## src/rtl/wtp_pkg.sv

```systemverilog
`default_nettype none
// ----------------------------------------------------------------------------
// wtp_pkg
// shared types and constants for the waypoint turn pruner
// ----------------------------------------------------------------------------
package wtp_pkg;

	localparam int CW = 32;            // coordinate width
	localparam int MW = CW + 1;        // magnitude width of a difference
	localparam int TW = 18;            // turn threshold width
	localparam int DW = 31;            // distance threshold width
	localparam logic [TW-1:0] TURN_RESET = 18'd5374;
	localparam logic [DW-1:0] DIST_RESET = 31'd13107;
	localparam int QW = 17;            // unit component magnitude width

	localparam logic CFG_TURN = 1'b0;
	localparam logic CFG_DIST = 1'b1;

	typedef enum logic [3:0] {
		ST_IDLE,
		ST_DIST,
		ST_DIR_A,
		ST_DIR_B,
		ST_TURN,
		ST_EMIT_MID,
		ST_EMIT_LAST
	} state_t;

	// control of the unit direction engine
	typedef struct packed {
		logic start;
	} dir_ctl_t;

	typedef struct packed {
		logic done;
	} dir_sts_t;

endpackage
`default_nettype wire

```

## src/rtl/wtp_unit_dir.sv

```systemverilog
`default_nettype none
// ----------------------------------------------------------------------------
// wtp_unit_dir
// iterative unit direction of a segment: scale, square sum, root, divide
// ----------------------------------------------------------------------------
module wtp_unit_dir (
	input  wire logic                          clk,
	input  wire logic                          arst_n,
	input  wire wtp_pkg::dir_ctl_t             ctl,
	output wtp_pkg::dir_sts_t                  sts,
	input  wire logic signed [wtp_pkg::CW-1:0] a [3],
	input  wire logic signed [wtp_pkg::CW-1:0] b [3],
	output logic signed [wtp_pkg::QW:0]        u [3]
);
	import wtp_pkg::*;

	typedef enum logic [2:0] {D_IDLE, D_SQ, D_ROOT, D_DIV, D_DONE} dstate_t;

	dstate_t         st_q;
	logic [MW-1:0]   m_q [3];
	logic            neg_q [3];
	logic [61:0]     n2_q;
	logic [63:0]     rem_q;
	logic [63:0]     root_q;
	logic [63:0]     bit_q;
	logic [1:0]      idx_q;
	logic [4:0]      cnt_q;
	logic [32:0]     dr_q;
	logic [QW-1:0]   dq_q;

	logic [MW-1:0]   dm [3];
	logic            dn [3];
	logic [29:0]     ms [3];
	logic [29:0]     msel;
	logic [63:0]     trial;
	logic [32:0]     dsh;

	always_comb begin
		for (int i = 0; i < 3; i++) begin
			logic signed [MW-1:0] d;
			d = {b[i][CW-1], b[i]} - {a[i][CW-1], a[i]};
			dn[i] = d[MW-1];
			dm[i] = d[MW-1] ? MW'(-d) : MW'(d);
		end
	end

	// shift so that the largest magnitude stays below 2^30
	always_comb begin
		for (int i = 0; i < 3; i++) begin
			priority if (m_q[0] >= (MW'(1) << 32) || m_q[1] >= (MW'(1) << 32)
				|| m_q[2] >= (MW'(1) << 32))
				ms[i] = 30'(m_q[i] >> 3);
			else if (m_q[0] >= (MW'(1) << 31) || m_q[1] >= (MW'(1) << 31)
				|| m_q[2] >= (MW'(1) << 31))
				ms[i] = 30'(m_q[i] >> 2);
			else if (m_q[0] >= (MW'(1) << 30) || m_q[1] >= (MW'(1) << 30)
				|| m_q[2] >= (MW'(1) << 30))
				ms[i] = 30'(m_q[i] >> 1);
			else
				ms[i] = 30'(m_q[i]);
		end
		unique case (idx_q)
			2'd0:    msel = ms[0];
			2'd1:    msel = ms[1];
			default: msel = ms[2];
		endcase
		trial = root_q + bit_q;
		dsh = {dr_q[31:0], 1'b0};
	end

	assign sts.done = (st_q == D_DONE);

	always_ff @(posedge clk or negedge arst_n) begin
		if (!arst_n) begin
			st_q <= D_IDLE;
		end else begin
			unique case (st_q)
				D_IDLE: if (ctl.start) st_q <= D_SQ;
				D_SQ:   if (idx_q == 2'd2) st_q <= D_ROOT;
				D_ROOT: if (bit_q == 64'd0) st_q <= D_DIV;
				D_DIV:  if (idx_q == 2'd2 && cnt_q == 5'd17) st_q <= D_DONE;
				D_DONE: st_q <= D_IDLE;
				default: st_q <= D_IDLE;
			endcase
		end
	end

	always_ff @(posedge clk) begin
		unique case (st_q)
			D_IDLE: begin
				for (int i = 0; i < 3; i++) begin
					m_q[i] <= dm[i];
					neg_q[i] <= dn[i];
				end
				n2_q <= '0;
				idx_q <= '0;
			end
			D_SQ: begin
				// one square per cycle
				n2_q <= n2_q + 62'(60'(msel) * 60'(msel));
				idx_q <= (idx_q == 2'd2) ? 2'd0 : idx_q + 2'd1;
				rem_q <= 64'(n2_q + 62'(60'(msel) * 60'(msel)));
				root_q <= '0;
				bit_q <= 64'd1 << 62;
				cnt_q <= '0;
			end
			D_ROOT: begin
				// partial root runs wide before it settles below 2^31
				if (bit_q != 64'd0) begin
					if (rem_q >= trial) begin
						rem_q <= rem_q - trial;
						root_q <= (root_q >> 1) + bit_q;
					end else begin
						root_q <= root_q >> 1;
					end
					bit_q <= bit_q >> 2;
				end
				dr_q <= 33'(ms[0]);
				dq_q <= '0;
				cnt_q <= '0;
			end
			D_DIV: begin
				// restoring divide, one quotient bit per cycle
				if (cnt_q == 5'd0) begin
					if (33'(dr_q) >= 33'(root_q)) begin
						dr_q <= dr_q - 33'(root_q);
						dq_q <= 17'd1;
					end else begin
						dq_q <= 17'd0;
					end
					cnt_q <= 5'd1;
				end else if (cnt_q <= 5'd16) begin
					if (dsh >= 33'(root_q)) begin
						dr_q <= dsh - 33'(root_q);
						dq_q <= {dq_q[QW-2:0], 1'b1};
					end else begin
						dr_q <= dsh;
						dq_q <= {dq_q[QW-2:0], 1'b0};
					end
					cnt_q <= cnt_q + 5'd1;
				end else begin
					if (root_q == 64'd0)
						u[idx_q] <= '0;
					else
						u[idx_q] <= neg_q[idx_q] ? -$signed({1'b0, dq_q})
							: $signed({1'b0, dq_q});
					cnt_q <= '0;
					dq_q <= '0;
					unique case (idx_q)
						2'd0:    dr_q <= 33'(ms[1]);
						default: dr_q <= 33'(ms[2]);
					endcase
					idx_q <= (idx_q == 2'd2) ? 2'd0 : idx_q + 2'd1;
				end
			end
			default: ;
		endcase
	end

endmodule
`default_nettype wire

```

## config.mk

```make
export PLATFORM = sky130hd
export DESIGN_NAME = wtp_unit_dir
export DESIGN_NICKNAME = d
export VERILOG_FILES = /design/src/rtl/wtp_pkg.sv /design/src/rtl/wtp_unit_dir.sv
export SDC_FILE = /design/constraint.sdc
export NUM_CORES = 2
export LEC_CHECK = 0
export BUFFER_PORTS_ARGS = -buffer_cell sky130_fd_sc_hd__buf_2
export CAP_MARGIN = 0
export CORE_MARGIN = 5
export CORE_UTILIZATION = 55
export CTS_CLUSTER_DIAMETER = 30
export DETAILED_ROUTE_END_ITERATION = 16
export PLACE_DENSITY = 0.74
export SETUP_SLACK_MARGIN = 0.4
export SLEW_MARGIN = 20
export SYNTH_ARGS = -nofsm -noshare
export SYNTH_HDL_FRONTEND = slang
export SYNTH_SLANG_ARGS = --single-unit
```

## constraint.sdc

```tcl
create_clock -name clk -period 34.5 [get_ports clk]
set_clock_uncertainty 0.15 [all_clocks]
set_input_delay 3.45 -clock clk [delete_from_list [all_inputs] [get_ports clk]]
set_output_delay 3.45 -clock clk [all_outputs]
set_load 0.05 [all_outputs]
```

==> flow_metrics.py <==
metrics = {
    "run_status": {
        "status": "finished, final reports clean",
    },
    "timing": {
        "finalHoldViolCount": 0,
        "maxSlewHeadroom": 0.251,
        "fin_setup_tns_ps": 0,
        "fin_crit_ps": 15440,
        "setup_viol": 0,
        "timing.final.crit_share": 0.448,
        "fmax_mhz": 64.8,
        "worst_slew_pin_slew_ps": 1120,
        "grt_setup_unrepaired": "no",
        "finalMaxSlewViolations": 0,
    },
    "synthesis": {
        "synthCells": 7941,
        "yosysTopAreaCellShare": 0.206,
        "synth_nets": 9463,
        "synth_cell_types": 98,
        "synth_top_family_by_area": "adder cells",
        "async_reset_ff_frac": 0.00682,
        "synth_most_common_cell": "inv_1",
        "ys_warn_count": 0,
        "synth_top_area_cell": "fa_1",
        "netlist_area_sq_um": 68000,
        "syn_avg_cell_area_sq_um": 8.57,
        "synthSimpleGateAreaFrac": 0.150,
        "yosys_most_used_dff": "edfxtp_1",
        "ys_ff_latch": 440,
        "synth_edf_count": 435,
        "ys_seq_area_frac": 0.194,
        "synth_common_cells": "inv_1, nand2_1, nor2_1, fa_1, ha_1",
        "synth-adder-area-share": 0.321,
        "synthMuxAreaShare": 0.0224,
        "synth_xor_area_frac": 0.0703,
        "synth_compound_area_frac": 0.162,
        "synthTopCellsByArea": "fa_1, edfxtp_1, ha_1",
    },
    "grt": {
        "track_usage": 0.313,
        "grt_pass1_vias": 59400,
        "grt_pass1_wl_mm": 326,
        "grt-ovfl-total": 0,
        "grt_max_degree": 104,
        "antenna_found_initial": 4,
    },
    "die": {
        "die_height_um": 362,
        "rows": 129,
        "core_sq_um": 123000,
        "num_io_pins": 250,
        "start_util": 0.552,
        "chipWidth_um": 362,
        "die_area_sq_um": 131000,
    },
    "worst_setup_path": {
        "crit_path_start_kind": "register",
        "required_ps": 34770,
        "path_delay_family": "compound AO/OA/AOI/OAI gates",
        "crit_slowest_cell": "clkinv_1",
        "critical_path.max_fanout": 103,
        "crit_buf_inv": 10,
        "end_kind": "register",
        "cp.arrival_ps": 15710,
        "path_class": "reg2reg",
        "slowest_delay_ps": 880,
    },
    "clock_tree": {
        "root_buffer": "clkbuf_16",
        "htreeDepth": 3,
        "cts_buffers": 106,
        "cts_hold_buffers": 0,
        "cts_sinks": 440,
        "insertion_delay_ps": 720,
        "clk_pin_slew_ps": 50,
        "post-cts-setup-buffers": 0,
        "cts_resized": 0,
        "cts_tree": "yes",
        "clockBufferDepth": 3,
    },
    "layout": {
        "layout.nets": 9603,
        "num-fill-cells": 10700,
        "drive_above_1_share": 0.0746,
        "area_growth_pct": 9.92,
    },
    "drt": {
        "drt-initial-drc-count": 5120,
        "ant_nets": 0,
        "vias_per_cell": 5.97,
        "avgRoutedWirePerCell_um": 21.1,
        "via_count": 58600,
        "route.detailed.drc": 0,
        "drtPass1Iterations": 7,
        "wirelength_mm": 207,
    },
    "place": {
        "port_buffers": 249,
        "dp_hpwl_mm": 165,
        "gp_congestion": 0.985,
    },
    "worst_hold_path": {
        "hold_class": "reg2reg",
    },
    "run": {
        "max-cap-violations": 0,
    },
}
[worst paths after layout]
check	start	end	slack [ps]	depth (start not counted)
hold reg to reg	u[3]$_DFFE_PP_	u[3]$_DFFE_PP_	410	2
min in group asynchronous	arst_n	st_q[2]$_DFFE_PN0P_	2380	1
setup reg to reg	m_q[0][98]$_SDFFCE_PP0N_	rem_q[60]$_DFFE_PP_	19060	50
max in group asynchronous	arst_n	st_q[0]$_DFFE_PN0P_	31700	1
setup / recovery	m_q[0][98]$_SDFFCE_PP0N_	rem_q[60]$_DFFE_PP_	19060	50
hold / removal	u[3]$_DFFE_PP_	u[3]$_DFFE_PP_	410	2
[sequential cells by signal (all words and copies together) (netlist names), named ones only]
register and count:
m_q 99, rem_q 64, root_q 64, n2_q 62, u 54, dr_q 33
bit_q 32, dq_q 17, cnt_q 5, neg_q 3, st_q 3, idx_q 2
[routing by layer]
metal / vias to the layer above / GRT usage / part of all wire
li1: 27200 / - / -
met1: 28100 / 0.399 / 0.39
met2: 2761 / 0.516 / 0.46
met3: 561 / 0.0571 / 0.089
met4: 0 / 0.154 / 0.058
met5: - / 0 / 0
[cells by family (layout without fill, tap and decap cells)]
kind of cell             count (synthesis)  after routing
buffers and inverters                 1456           1688
flip-flops                             440            440
multiplexers                           152            152
XOR/XNOR                               546            546
AO/OA/AOI/OAI                         1753           1753
adder cells (fa/ha/maj)               1329           1329
AND/OR/NAND/NOR                       2265           2265
other                                    0              6
[tightest hold or removal path, stage by stage, from the launching register on]
cell and delay (ps):
edfxtp_1 340, nand2_1 50, o21ai_0 60
[final cells by class]
type                    count  area, sq um  area share
diodes                      6         15.0    0.000201
multi-input cells        6045        49500       0.662
repair buffers            326         1820      0.0244
clock buffers             114         2690      0.0360
inverters                1162         4360      0.0583
flip-flops and latches    440        13200       0.176
well taps                1637         2050      0.0274
clock inverters            86         1130      0.0151
[through the flow]
stage | util | worst slack (ps) | hold slack [ps] | cells | cell area (sq um)
after global routing | 0.606 | 18170 | 439 | 9811 | 74800
final | 0.607 | 19060 | 411 | 9816 | 74800
after global placement | 0.575 | 19670 | 387 | 9610 | 71000
after CTS | 0.606 | 19470 | 414 | 9810 | 74800
after detailed placement | 0.575 | 19440 | 395 | 9610 | 71000
after floorplan | - | 22180 | 421 | 7941 | 68000
[cell usage in the layout (no fill, tap or decap), drive strengths merged, types with 18 or more instances in the layout]
| cell type | count |
|---|---|
| fa | 699 |
| o21ai | 464 |
| nand4 | 81 |
| inv | 1170 |
| and3 | 74 |
| nand2b | 47 |
| a21o | 201 |
| nand2 | 833 |
| a31oi | 117 |
| or3 | 37 |
| nor2 | 746 |
| and2 | 79 |
| clkbuf | 114 |
| o21a | 76 |
| a211oi | 63 |
| clkinv | 46 |
| or2 | 22 |
| xnor2 | 322 |
| a31o | 18 |
| xor2 | 224 |
| mux2i | 149 |
| nor3 | 83 |
| ha | 628 |
| a21oi | 476 |
| nor4 | 40 |
| buf | 326 |
| a221oi | 19 |
| nor2b | 61 |
| edfxtp | 435 |
| o21bai | 49 |
| o31ai | 30 |
| nand3 | 93 |
| o211ai | 29 |
Power is not shown: default switching activity piles up to over one toggle a cycle in this logic, so the estimate is an artifact.
